===== src/rtl/rbcc_pkg.sv =====
// Shared types, constants and helpers of the roaring bitmap compliance checker.
package rbcc_pkg;

    // Default capacity of the container stores.
    localparam int unsigned MAX_CONTAINERS_DFLT = 4096;

    // Format constants.
    localparam logic [31:0] COOKIE_NORUN = 32'd12346;
    localparam logic [15:0] COOKIE_RUN   = 16'd12347;
    localparam logic [16:0] ARRAY_LIMIT  = 17'd4096;
    localparam logic [13:0] BITSET_BYTES = 14'd8192;
    localparam logic [16:0] OFFSETS_FROM = 17'd4;
    localparam logic [47:0] POS_MAX      = 48'hFFFF_FFFF_FFFF;

    // Status codes of a result.
    localparam logic [1:0] ST_OK       = 2'd0;
    localparam logic [1:0] ST_COOKIE   = 2'd1;
    localparam logic [1:0] ST_SHORT    = 2'd2;
    localparam logic [1:0] ST_CAPACITY = 2'd3;

    // Parse phases, one-hot.
    typedef enum logic [12:0] {
        PH_COOKIE  = 13'b0000000000001,
        PH_COUNT   = 13'b0000000000010,
        PH_FLAGS   = 13'b0000000000100,
        PH_KEYCARD = 13'b0000000001000,
        PH_OFFCHK  = 13'b0000000010000,
        PH_OFFSKIP = 13'b0000000100000,
        PH_NRUNS   = 13'b0000001000000,
        PH_BODY    = 13'b0000010000000,
        PH_NUMKEYS = 13'b0000100000000,
        PH_KEY     = 13'b0001000000000,
        PH_DONE    = 13'b0010000000000,
        PH_STOP    = 13'b0100000000000,
        PH_ENTER   = 13'b1000000000000
    } t_phase;

    // One result beat.
    typedef struct packed {
        logic        compliant;
        logic [1:0]  status;
        logic [47:0] block_size;
        logic        size_valid;
    } t_result;

    // Body length of a container from its stored cardinality minus one.
    function automatic logic [13:0] body_len(input logic [15:0] card);
        logic [16:0] cnt;
        cnt = {1'b0, card} + 17'd1;
        if (cnt <= ARRAY_LIMIT) begin
            body_len = {cnt[12:0], 1'b0};
        end else begin
            body_len = BITSET_BYTES;
        end
    endfunction

endpackage


===== src/rtl/rbcc_parse.sv =====
// Byte-serial parse sequencer: headers, offset check, body skipping and the verdict.
module rbcc_parse #(
    parameter int unsigned MAX_CONTAINERS = rbcc_pkg::MAX_CONTAINERS_DFLT,
    parameter int unsigned AW             = 12,
    parameter int unsigned FAW            = 9
) (
    input  logic              i_clk,
    input  logic              i_rst_n,
    input  logic              i_cfg_we,
    input  logic              i_cfg_bitmap_width,
    input  logic              i_accept,
    input  logic [7:0]        i_data_byte,
    input  logic              i_last_byte,
    output logic              o_result_valid,
    output rbcc_pkg::t_result o_result,
    output logic              o_card_we,
    output logic [AW-1:0]     o_card_waddr,
    output logic [15:0]       o_card_wdata,
    output logic [AW-1:0]     o_card_raddr,
    input  logic [15:0]       i_card,
    output logic              o_flag_we,
    output logic [FAW-1:0]    o_flag_waddr,
    output logic [7:0]        o_flag_wdata,
    output logic [FAW-1:0]    o_flag_raddr,
    input  logic [7:0]        i_flag_row
);

    localparam logic [32:0] MAX_N = 33'(MAX_CONTAINERS);

    logic             r_cfg_width;
    rbcc_pkg::t_phase r_phase, n_phase;
    logic             r_wide, n_wide;
    logic [47:0]      r_pos, n_pos;
    logic [31:0]      r_rel, n_rel;
    logic [63:0]      r_asm, n_asm;
    logic [3:0]       r_cnt, n_cnt;
    logic [31:0]      r_cookie, n_cookie;
    logic [16:0]      r_total, n_total;
    logic [16:0]      r_idx, n_idx;
    logic [31:0]      r_exp, n_exp;
    logic [47:0]      r_req_end, n_req_end;
    logic [31:0]      r_skip, n_skip;
    logic [63:0]      r_keys, n_keys;
    logic [47:0]      r_bstart, n_bstart;
    logic [2:0]       r_verdict, n_verdict;
    logic [31:0]      r_sum, n_sum;

    rbcc_pkg::t_phase  ph;
    logic              wide_e;
    logic [63:0]       asm_new;
    logic [3:0]        cnt_p1;
    logic              do_finish;
    logic              do_enter;
    logic              do_next;
    logic [32:0]       count_n;
    logic              norun;
    logic              hdr_in;
    rbcc_pkg::t_result res;

    // Configuration register; sampled at the first byte of a payload.
    always_ff @(posedge i_clk) begin
        if (!i_rst_n) begin
            r_cfg_width <= 1'b0;
        end else if (i_cfg_we) begin
            r_cfg_width <= i_cfg_bitmap_width;
        end
    end

    // Next-state logic for one accepted byte.
    always_comb begin
        n_phase   = r_phase;
        n_wide    = r_wide;
        n_pos     = r_pos;
        n_rel     = r_rel;
        n_asm     = r_asm;
        n_cnt     = r_cnt;
        n_cookie  = r_cookie;
        n_total   = r_total;
        n_idx     = r_idx;
        n_exp     = r_exp;
        n_req_end = r_req_end;
        n_skip    = r_skip;
        n_keys    = r_keys;
        n_bstart  = r_bstart;
        n_verdict = r_verdict;
        n_sum     = r_sum;
        do_finish = 1'b0;
        do_enter  = 1'b0;
        do_next   = 1'b0;
        count_n   = '0;
        o_card_we    = 1'b0;
        o_card_wdata = '0;
        o_flag_we    = 1'b0;

        // Field assembly of little-endian bytes.
        cnt_p1  = r_cnt + 4'd1;
        asm_new = (r_cnt == 4'd0) ? 64'd0 : r_asm;
        for (int k = 0; k < 8; k++) begin
            if (r_cnt[2:0] == 3'(k)) begin
                asm_new[8*k +: 8] = i_data_byte;
            end
        end

        if (r_pos == 48'd0) begin
            wide_e = r_cfg_width;
            ph     = r_cfg_width ? rbcc_pkg::PH_NUMKEYS : rbcc_pkg::PH_COOKIE;
        end else begin
            wide_e = r_wide;
            ph     = r_phase;
        end

        if (i_accept) begin
            n_wide  = wide_e;
            n_phase = ph;
            if (r_pos != rbcc_pkg::POS_MAX) begin
                n_pos = r_pos + 48'd1;
                n_rel = r_rel + 32'd1;
            end

            case (ph)
                rbcc_pkg::PH_NUMKEYS: begin
                    n_asm = asm_new;
                    n_cnt = (cnt_p1 >= 4'd8) ? 4'd0 : cnt_p1;
                    if (cnt_p1 >= 4'd8) begin
                        n_keys = asm_new;
                        if (asm_new == 64'd0) begin
                            n_req_end = n_pos;
                            n_phase   = rbcc_pkg::PH_DONE;
                        end else begin
                            n_phase = rbcc_pkg::PH_KEY;
                        end
                    end
                end
                rbcc_pkg::PH_KEY: begin
                    n_asm = asm_new;
                    n_cnt = (cnt_p1 >= 4'd4) ? 4'd0 : cnt_p1;
                    if (cnt_p1 >= 4'd4) begin
                        n_bstart = n_pos;
                        n_rel    = 32'd0;
                        n_phase  = rbcc_pkg::PH_COOKIE;
                    end
                end
                rbcc_pkg::PH_COOKIE: begin
                    n_asm = asm_new;
                    n_cnt = (cnt_p1 >= 4'd4) ? 4'd0 : cnt_p1;
                    if (cnt_p1 >= 4'd4) begin
                        n_cookie = asm_new[31:0];
                        count_n  = {16'd0, asm_new[31:16]} + 33'd1;
                        if (asm_new[31:0] == rbcc_pkg::COOKIE_NORUN) begin
                            n_phase = rbcc_pkg::PH_COUNT;
                        end else if (asm_new[15:0] == rbcc_pkg::COOKIE_RUN) begin
                            if (count_n > MAX_N) begin
                                n_verdict = r_verdict | {1'b0, rbcc_pkg::ST_CAPACITY};
                                n_phase   = rbcc_pkg::PH_STOP;
                            end else begin
                                n_total = count_n[16:0];
                                n_idx   = '0;
                                n_sum   = '0;
                                n_phase = rbcc_pkg::PH_FLAGS;
                            end
                        end else begin
                            n_verdict = r_verdict | {1'b0, rbcc_pkg::ST_COOKIE};
                            n_phase   = rbcc_pkg::PH_STOP;
                        end
                    end
                end
                rbcc_pkg::PH_COUNT: begin
                    n_asm = asm_new;
                    n_cnt = (cnt_p1 >= 4'd4) ? 4'd0 : cnt_p1;
                    if (cnt_p1 >= 4'd4) begin
                        count_n = {1'b0, asm_new[31:0]};
                        if (count_n == 33'd0) begin
                            do_finish = 1'b1;
                        end else if (count_n > MAX_N) begin
                            n_verdict = r_verdict | {1'b0, rbcc_pkg::ST_CAPACITY};
                            n_phase   = rbcc_pkg::PH_STOP;
                        end else begin
                            n_total = count_n[16:0];
                            n_idx   = '0;
                            n_sum   = '0;
                            n_phase = rbcc_pkg::PH_KEYCARD;
                        end
                    end
                end
                rbcc_pkg::PH_FLAGS: begin
                    // One byte carries eight run flags.
                    o_flag_we = 1'b1;
                    n_idx     = r_idx + 17'd1;
                    if ({n_idx, 3'b000} >= {3'b000, r_total}) begin
                        n_idx   = '0;
                        n_phase = rbcc_pkg::PH_KEYCARD;
                    end
                end
                rbcc_pkg::PH_KEYCARD: begin
                    n_asm = asm_new;
                    n_cnt = (cnt_p1 >= 4'd4) ? 4'd0 : cnt_p1;
                    if (cnt_p1 >= 4'd4) begin
                        o_card_we    = 1'b1;
                        o_card_wdata = asm_new[31:16];
                        n_sum = r_sum + 32'(rbcc_pkg::body_len(asm_new[31:16]));
                        n_idx = r_idx + 17'd1;
                        if (n_idx >= r_total) begin
                            n_idx = '0;
                            if (r_cookie == rbcc_pkg::COOKIE_NORUN) begin
                                n_req_end = 48'(n_rel) + 48'(n_sum);
                                n_exp     = n_rel + 32'({r_total, 2'b00});
                                n_phase   = rbcc_pkg::PH_OFFCHK;
                            end else if (r_total >= rbcc_pkg::OFFSETS_FROM) begin
                                n_skip  = 32'({r_total, 2'b00});
                                n_phase = rbcc_pkg::PH_OFFSKIP;
                            end else begin
                                do_enter = 1'b1;
                            end
                        end
                    end
                end
                rbcc_pkg::PH_OFFCHK: begin
                    n_asm = asm_new;
                    n_cnt = (cnt_p1 >= 4'd4) ? 4'd0 : cnt_p1;
                    if (cnt_p1 >= 4'd4) begin
                        if (asm_new[31:0] != r_exp) begin
                            n_verdict = r_verdict | 3'b100;
                            n_phase   = wide_e ? rbcc_pkg::PH_STOP : rbcc_pkg::PH_DONE;
                        end else begin
                            n_exp = r_exp + 32'(rbcc_pkg::body_len(i_card));
                            n_idx = r_idx + 17'd1;
                            if (n_idx >= r_total) begin
                                n_skip  = r_sum;
                                n_phase = rbcc_pkg::PH_BODY;
                                if (r_sum == 32'd0) begin
                                    do_finish = 1'b1;
                                end
                            end
                        end
                    end
                end
                rbcc_pkg::PH_OFFSKIP: begin
                    n_skip = r_skip - 32'd1;
                    if (n_skip == 32'd0) begin
                        do_enter = 1'b1;
                    end
                end
                rbcc_pkg::PH_ENTER: begin
                    // Container choice resolved with the stored flag and cardinality.
                    if (i_flag_row[r_idx[2:0]]) begin
                        n_asm   = asm_new;
                        n_cnt   = cnt_p1;
                        n_phase = rbcc_pkg::PH_NRUNS;
                    end else begin
                        n_skip  = 32'(rbcc_pkg::body_len(i_card)) - 32'd1;
                        n_phase = rbcc_pkg::PH_BODY;
                    end
                end
                rbcc_pkg::PH_NRUNS: begin
                    n_asm = asm_new;
                    n_cnt = (cnt_p1 >= 4'd2) ? 4'd0 : cnt_p1;
                    if (cnt_p1 >= 4'd2) begin
                        n_skip = 32'({asm_new[15:0], 2'b00});
                        if (asm_new[15:0] == 16'd0) begin
                            do_next = 1'b1;
                        end else begin
                            n_phase = rbcc_pkg::PH_BODY;
                        end
                    end
                end
                rbcc_pkg::PH_BODY: begin
                    n_skip = r_skip - 32'd1;
                    if (n_skip == 32'd0) begin
                        if (r_cookie == rbcc_pkg::COOKIE_NORUN) begin
                            do_finish = 1'b1;
                        end else begin
                            do_next = 1'b1;
                        end
                    end
                end
                default: begin
                end
            endcase

            // Step to a container; the flag lookup waits for the next byte.
            if (do_next) begin
                n_idx = r_idx + 17'd1;
            end
            if (do_next || do_enter) begin
                if (n_idx >= r_total) begin
                    do_finish = 1'b1;
                end else begin
                    n_phase = rbcc_pkg::PH_ENTER;
                end
            end

            // End of one bitmap or bucket.
            if (do_finish) begin
                if (!wide_e) begin
                    n_req_end = n_pos;
                    n_phase   = rbcc_pkg::PH_DONE;
                end else begin
                    n_keys = r_keys - 64'd1;
                    if (n_keys == 64'd0) begin
                        n_req_end = n_pos;
                        n_phase   = rbcc_pkg::PH_DONE;
                    end else begin
                        n_phase = rbcc_pkg::PH_KEY;
                    end
                end
            end
        end

        // Verdict of the payload as it stands after this byte.
        norun  = n_cookie == rbcc_pkg::COOKIE_NORUN;
        hdr_in = n_phase == rbcc_pkg::PH_KEYCARD || n_phase == rbcc_pkg::PH_OFFCHK
              || n_phase == rbcc_pkg::PH_BODY;
        res.compliant  = 1'b0;
        res.status     = n_verdict[1:0];
        res.block_size = '0;
        res.size_valid = 1'b0;
        if (n_verdict[1:0] != rbcc_pkg::ST_OK) begin
            res.status = n_verdict[1:0];
        end else if (n_verdict[2]) begin
            if (n_wide) begin
                res.block_size = n_bstart;
                res.size_valid = 1'b1;
            end else begin
                res.block_size = n_req_end;
                res.size_valid = n_req_end <= n_pos;
            end
        end else if (n_phase == rbcc_pkg::PH_DONE) begin
            res.compliant  = 1'b1;
            res.block_size = n_req_end;
            res.size_valid = 1'b1;
        end else if (n_wide) begin
            if (norun && hdr_in) begin
                res.block_size = n_bstart;
                res.size_valid = 1'b1;
            end else begin
                res.status = rbcc_pkg::ST_SHORT;
            end
        end else if (n_phase == rbcc_pkg::PH_COOKIE || n_phase == rbcc_pkg::PH_COUNT) begin
            res.status = rbcc_pkg::ST_SHORT;
        end else if (!norun) begin
            res.compliant  = 1'b1;
            res.block_size = n_pos;
        end else if (n_phase == rbcc_pkg::PH_OFFCHK || n_phase == rbcc_pkg::PH_BODY) begin
            res.block_size = n_req_end;
            res.size_valid = n_req_end <= n_pos;
        end else begin
            res.block_size = n_pos;
        end

        // The last byte restarts the parse.
        if (i_accept && i_last_byte) begin
            n_phase   = rbcc_pkg::PH_COOKIE;
            n_pos     = '0;
            n_rel     = '0;
            n_asm     = '0;
            n_cnt     = '0;
            n_cookie  = '0;
            n_total   = '0;
            n_idx     = '0;
            n_exp     = '0;
            n_req_end = '0;
            n_skip    = '0;
            n_keys    = '0;
            n_bstart  = '0;
            n_verdict = '0;
            n_sum     = '0;
        end
    end

    // Parse state registers.
    always_ff @(posedge i_clk) begin
        if (!i_rst_n) begin
            r_phase   <= rbcc_pkg::PH_COOKIE;
            r_wide    <= 1'b0;
            r_pos     <= '0;
            r_rel     <= '0;
            r_asm     <= '0;
            r_cnt     <= '0;
            r_cookie  <= '0;
            r_total   <= '0;
            r_idx     <= '0;
            r_exp     <= '0;
            r_req_end <= '0;
            r_skip    <= '0;
            r_keys    <= '0;
            r_bstart  <= '0;
            r_verdict <= '0;
            r_sum     <= '0;
        end else begin
            r_phase   <= n_phase;
            r_wide    <= n_wide;
            r_pos     <= n_pos;
            r_rel     <= n_rel;
            r_asm     <= n_asm;
            r_cnt     <= n_cnt;
            r_cookie  <= n_cookie;
            r_total   <= n_total;
            r_idx     <= n_idx;
            r_exp     <= n_exp;
            r_req_end <= n_req_end;
            r_skip    <= n_skip;
            r_keys    <= n_keys;
            r_bstart  <= n_bstart;
            r_verdict <= n_verdict;
            r_sum     <= n_sum;
        end
    end

    // Store addressing: reads follow the next container index.
    assign o_card_waddr   = AW'(r_idx);
    assign o_card_raddr   = AW'(n_idx);
    assign o_flag_waddr   = FAW'(r_idx);
    assign o_flag_wdata   = i_data_byte;
    assign o_flag_raddr   = FAW'(n_idx >> 3);
    assign o_result_valid = i_accept && i_last_byte;
    assign o_result       = res;

endmodule


===== config.mk =====
export PLATFORM = sky130hd
export DESIGN_NAME = rbcc_parse
export DESIGN_NICKNAME = d
export VERILOG_FILES = /design/src/rtl/rbcc_pkg.sv /design/src/rtl/rbcc_parse.sv
export SDC_FILE = /design/constraint.sdc
export NUM_CORES = 2
export LEC_CHECK = 0
export BUFFER_PORTS_ARGS = -buffer_cell sky130_fd_sc_hd__clkbuf_2
export CELL_PAD_IN_SITES_DETAIL_PLACEMENT = 1
export CELL_PAD_IN_SITES_GLOBAL_PLACEMENT = 2
export CORE_ASPECT_RATIO = 0.75
export CORE_MARGIN = 3
export CORE_UTILIZATION = 34
export DETAILED_ROUTE_END_ITERATION = 7
export PLACE_DENSITY_LB_ADDON = 0.1
export REMOVE_ABC_BUFFERS = 1
export SKIP_LAST_GASP = 1
export SLEW_MARGIN = 0
export SYNTH_ARGS = -nofsm -noshare
export SYNTH_HDL_FRONTEND = slang
export SYNTH_SLANG_ARGS = --single-unit

===== constraint.sdc =====
create_clock -name i_clk -period 10.6 [get_ports i_clk]
set_input_delay 1.06 -clock i_clk [delete_from_list [all_inputs] [get_ports i_clk]]
set_output_delay 1.06 -clock i_clk [all_outputs]
set_load 0.01 [all_outputs]

Word level (Yosys, flattened, before mapping)
Cells that the tools add are included.
- register bits after elaboration: 488
- bits in latches: 0
- memory bits (writable): 0
- bits in read-only memories: 0
- input bits: 38
- logic and storage cells: 331
- memories kept: 0
- add/subtract/negate cells: 14
- multiply operators: 0
- divide/modulo/power cells: 0
- order comparisons: 13
- equality and inequality tests: 48
- shift operators: 0
- multiplexer cells: 204
- bitwise operators: 1
- reduce and logical (&&, ||, !) cells: 33
- operators with widths (kind ; count):
    2-to-1 mux 32 bit ; 29
    2-to-1 mux 48 bit ; 16
    2-to-1 mux 64 bit ; 6
    2-to-1 mux 17 bit ; 21
    2-to-1 mux 49 bit ; 6
    2-to-1 mux 13 bit ; 22
    2-to-1 mux 14 bit ; 12
    case mux 32 bit (5 select lines) ; 1
    zero test 64 bit ; 2
    case mux 64 bit (2 select lines) ; 1
    case mux 13 bit (9 select lines) ; 1
    equality test 32 x 14 -> 1 bit, second input constant ; 3
    zero test 32 bit ; 3
    case mux 32 bit (3 select lines) ; 1
    case mux 48 bit (2 select lines) ; 1
    case mux 17 bit (5 select lines) ; 1
    2-to-1 mux 8 bit ; 9
    adder 32 x 14 -> 32 bit ; 2
    case mux 32 bit (2 select lines) ; 1
    subtractor 64 x 1 -> 64 bit, second input constant ; 1
    2-to-1 mux 12 bit ; 5
    adder 16 x 1 -> 17 bit, second input constant ; 3
    2-to-1 mux 51 bit ; 1
    adder 48 x 1 -> 48 bit, second input constant ; 1
    69 further kinds ; 164

Longest topological paths before layout
- depth after elaboration: 27
- mapped depth: 62

Least setup slack after synthesis
Ideal clock, no wire load.
- kind: input to output
- from: input i_data_byte[0]
- to: output o_result[0] (netlist bit)
- arrival: 10.602 ns
- required time: 9.540 ns
- setup slack: -1.062 ns
- cell stages on the path: 56
- buffers on the path: 3
- cells stage by stage: clkbuf_1 > a22oi_1 > and2_1 > clkbuf_1 > inv_1 > ha_1 > o21ai_0 > xnor2_1 > nand4_1 > a221oi_1 > a31oi_1 > or2_2 > clkbuf_1 > nor2_1 > ha_1 > inv_1 > fa_1 > nor2b_1 > (+20 left out) > a31oi_1 > o21ai_0 > inv_1 > ha_1 > a21o_1 > a21o_1 > a21o_1 > a21oi_1 > nor2b_1 > o21ai_0 > nand2b_1 > a21oi_1 > o21ai_0 > a21oi_1 > o221ai_1 > o21ai_0 > o22ai_1 > a21oi_1
- RTL lines (what ; RTL line ; source):
    start, declared ; rbcc_parse.sv:12 ; input logic [7:0] i_data_byte,
    end, declared ; rbcc_parse.sv:15 ; output rbcc_pkg::t_result o_result,

==> impl_metrics.tcl <==
set metrics [dict create \
    run_status "finished with violations" \
    failed_checks "negative setup slack" \
    synthesis.area_mm2 0.0388 \
    fill_cells 13800 \
    route.detailed.wl_per_inst_um 27.4 \
    floorplan.initialDensity_pct 34.6 \
    area_taken_by_flip_flops_and_latches_mm2 0.00976 \
    placementRows 106 \
    tritoncts_clock_tree "done" \
    finalWeightedCongestion 0.981 \
    cts.path.max_buffers 3 \
    number_of_hold_violations_in_the_final_report 0 \
    syn_inst 5240 \
    number_of_enable_type_register_cells_in_the_synthesized_netlist 0 \
    fp.dieArea_mm2 0.118 \
    finish.net_count 6123 \
    tritoncts_num_sinks 487 \
    synth.distinct_cells 115 \
    worstPathArrival_ns 10.09 \
    setup.worst_path.end_class "output pin" \
    grt_pass1_wl_um 295000 \
    report.final.setup_viol 1 \
    synthTopCellsByArea "dfxtp_1 (25%), nor2_1 (6.8%), ha_1 (6.1%)" \
    worst_path_max_delay_cell "or4_4" \
    ys_top_cells_by_count "nor2_1 (708), dfxtp_1 (487), nand2_1 (401)" \
    p_total_uw 4880 \
    cp.required_ns 9.54 \
    p_leak_uw 0.0203 \
    holdWs_ns 0.466 \
    max_slew_margin_pct 8.35 \
    cts-buffers-inserted 61 \
    clockRootBuffer "clkbuf_16" \
    multi_input_comb_area_mm2 0.0281 \
    synth_top_flop_cell "dfxtp_1" \
    fin_skew_ns 0.0269 \
    die_y_um 299 \
    synth.largest_area_cell "dfxtp_1" \
    share_of_cells_above_drive_strength_1_pct 24.0 \
    final_max_slew_viol_count 0 \
    antenna_found_initial 13 \
    dr_total_vias 44300 \
    place.port_buffers 158 \
    worst-path-max-fanout 8 \
    core_area_mm2 0.112 \
    fin_ws_ns -0.550 \
    hold_path.class "reg -> reg" \
    fin_tns_setup_ns -0.550 \
    drt_pre_antenna_iters 5 \
    cts-htree-levels 2 \
    fin_crit_ns 11.15 \
    grt_overflow 0 \
    yosys_reg_bits 487 \
    cp_slowest_stage_delay_ns 0.57 \
    die-width_um 396 \
    worst_skew_pair.late_latency_ns 0.68 \
    highest_clock_rate_mhz 89.7 \
    ys_seq_area_share_pct 25.1 \
    grt_setup_unrepaired "yes" \
    relative_area_change_from_synthesis_to_final_layout_pct 27.5 \
    max_cap_violations 0 \
    detailed_place_hpwl_um 156000 \
    postRouteWirelength_um 204000 \
    vias_per_cell 5.94 \
    synthMostInstantiatedCell "nor2_1" \
    grt_max_degree 168 \
    cts_hold_repair.buffers 0 \
    share_of_flip_flops_with_an_asynchronous_set_or_reset_pct 0 \
    ant_nets 0 \
    post-place-ws_ns -1.78 \
    timing_worst_setup_path_type "reg -> out" \
    cellPowerDensity_mw_per_mm2 98.5 \
    clkSlewWorstSetupHoldPaths_ns 0.06 \
    grt_pass1_vias 43000 \
    timing.critical_path.from_type "flop" \
    grt_usage_pct 33.0 \
    worstMarginPinSlew_ns 1.37 \
    synth_top_cell_area_share_pct 25.1 \
    post-route-drc-count 0 \
    num_io_pins 159 \
    yosys_warnings 0 \
    drt_first_iter_violations 3724 \
    final_min_period_over_clock_period_pct 105 \
    avgSynthCellArea_um2 7.41 \
    ir_drop_mv 0.122 \
]
[worst max-delay path, delay by kind of cell, from the launching register on]
family                   cells  cell delay, ns
AO/OA/AOI/OAI               23            3.70
XOR/XNOR                     1            0.23
AND/OR/NAND/NOR             14            2.60
buffers and inverters       11            1.52
flip-flops                   1            0.34
adder cells (fa/ha/maj)      4            0.99
[layout by cell type, fill, tap and decap left out, drive strengths merged, types with 48 or more instances in the layout]
| cell | n |
|---|---|
| nand3 | 152 |
| dfxtp | 487 |
| o211ai | 56 |
| buf | 823 |
| nand2b | 73 |
| a211oi | 146 |
| xnor2 | 198 |
| ha | 190 |
| a21oi | 351 |
| a22oi | 99 |
| nor3 | 113 |
| nor2b | 59 |
| nand2 | 401 |
| xor2 | 141 |
| and3 | 73 |
| a21o | 48 |
| nor2 | 709 |
| inv | 152 |
| and2 | 89 |
| clkbuf | 238 |
| nand4 | 103 |
| nor4 | 115 |
| o21ai | 332 |
| mux2i | 69 |
[cells by family after synthesis]
family,count (synthesis),share of synthesized area [%]
AOI/OAI and AO/OA,1488,25.7
xor gates and xnor gates,339,7.65
adders and majority gates,194,6.33
buffers and inverters,543,5.82
DFF,487,25.1
muxes,97,2.65
other,1,0.00966
and+or+nand+nor,2091,26.7
[where the power goes]
part	internal, uW	switching, uW
Combinational	274	517
Sequential	1850	22.7
Clock	1250	962
Total	3380	1500
[metal layers]
metal	GRT usage, %	wire length [um]	up-vias	share of wire [%]
li1	-	-	20400	-
met1	47.0	94700	22100	46
met2	46.9	82700	1514	41
met3	10.3	19600	308	9.6
met4	10.4	6940	10	3.4
met5	0	59	-	0.029
[through the flow]
step | cell area (um^2) | utilization, % | instances
floorplan | 37100 | - | 4849
global placement | 45800 | 40.7 | 7275
detailed placement | 45800 | 40.7 | 7275
CTS | 48500 | 43.2 | 7417
global route | 49500 | 44.1 | 7446
finish | 49500 | 44.1 | 7451
[flip-flops by register name, indices dropped and copies added, names as in the netlist, 13 cells and up]
signal,cells
r_asm,64
r_cookie,32
r_rel,32
r_idx,17
r_req_end,48
r_total,17
r_sum,31
r_phase,13
r_exp,32
r_keys,64
r_pos,48
r_bstart,48
r_skip,32
[worst paths after layout]
kind / from / end / slack [ns] / cells past startpoint
max: r_idx[0] / o_result[0] / -0.55 / 53
min reg2reg: r_req_end[15] / r_req_end[15] / 0.47 / 2
max reg2reg: r_idx[0] / r_keys[25] / 2.39 / 38
min: r_req_end[15] / r_req_end[15] / 0.47 / 2
[repair_timing]
| action | in CTS | in global routing |
|---|---|---|
| pin swaps | 72 | 113 |
| endpoints found under the setup margin | 41 | 45 |
| setup buffers | 36 | 32 |
| gates resized for setup | 126 | 178 |
[cell type report]
type | instances | share of cell area [%]
clock inverter | 24 | 0.599
inverter | 152 | 1.18
timing repair buffer | 979 | 14.4
clock buffer | 82 | 3.46
sequential | 487 | 19.7
multi-input combinational | 4210 | 56.8
antenna | 5 | 0.0253
tap | 1512 | 3.82
(Power assumes the default switching activity.)
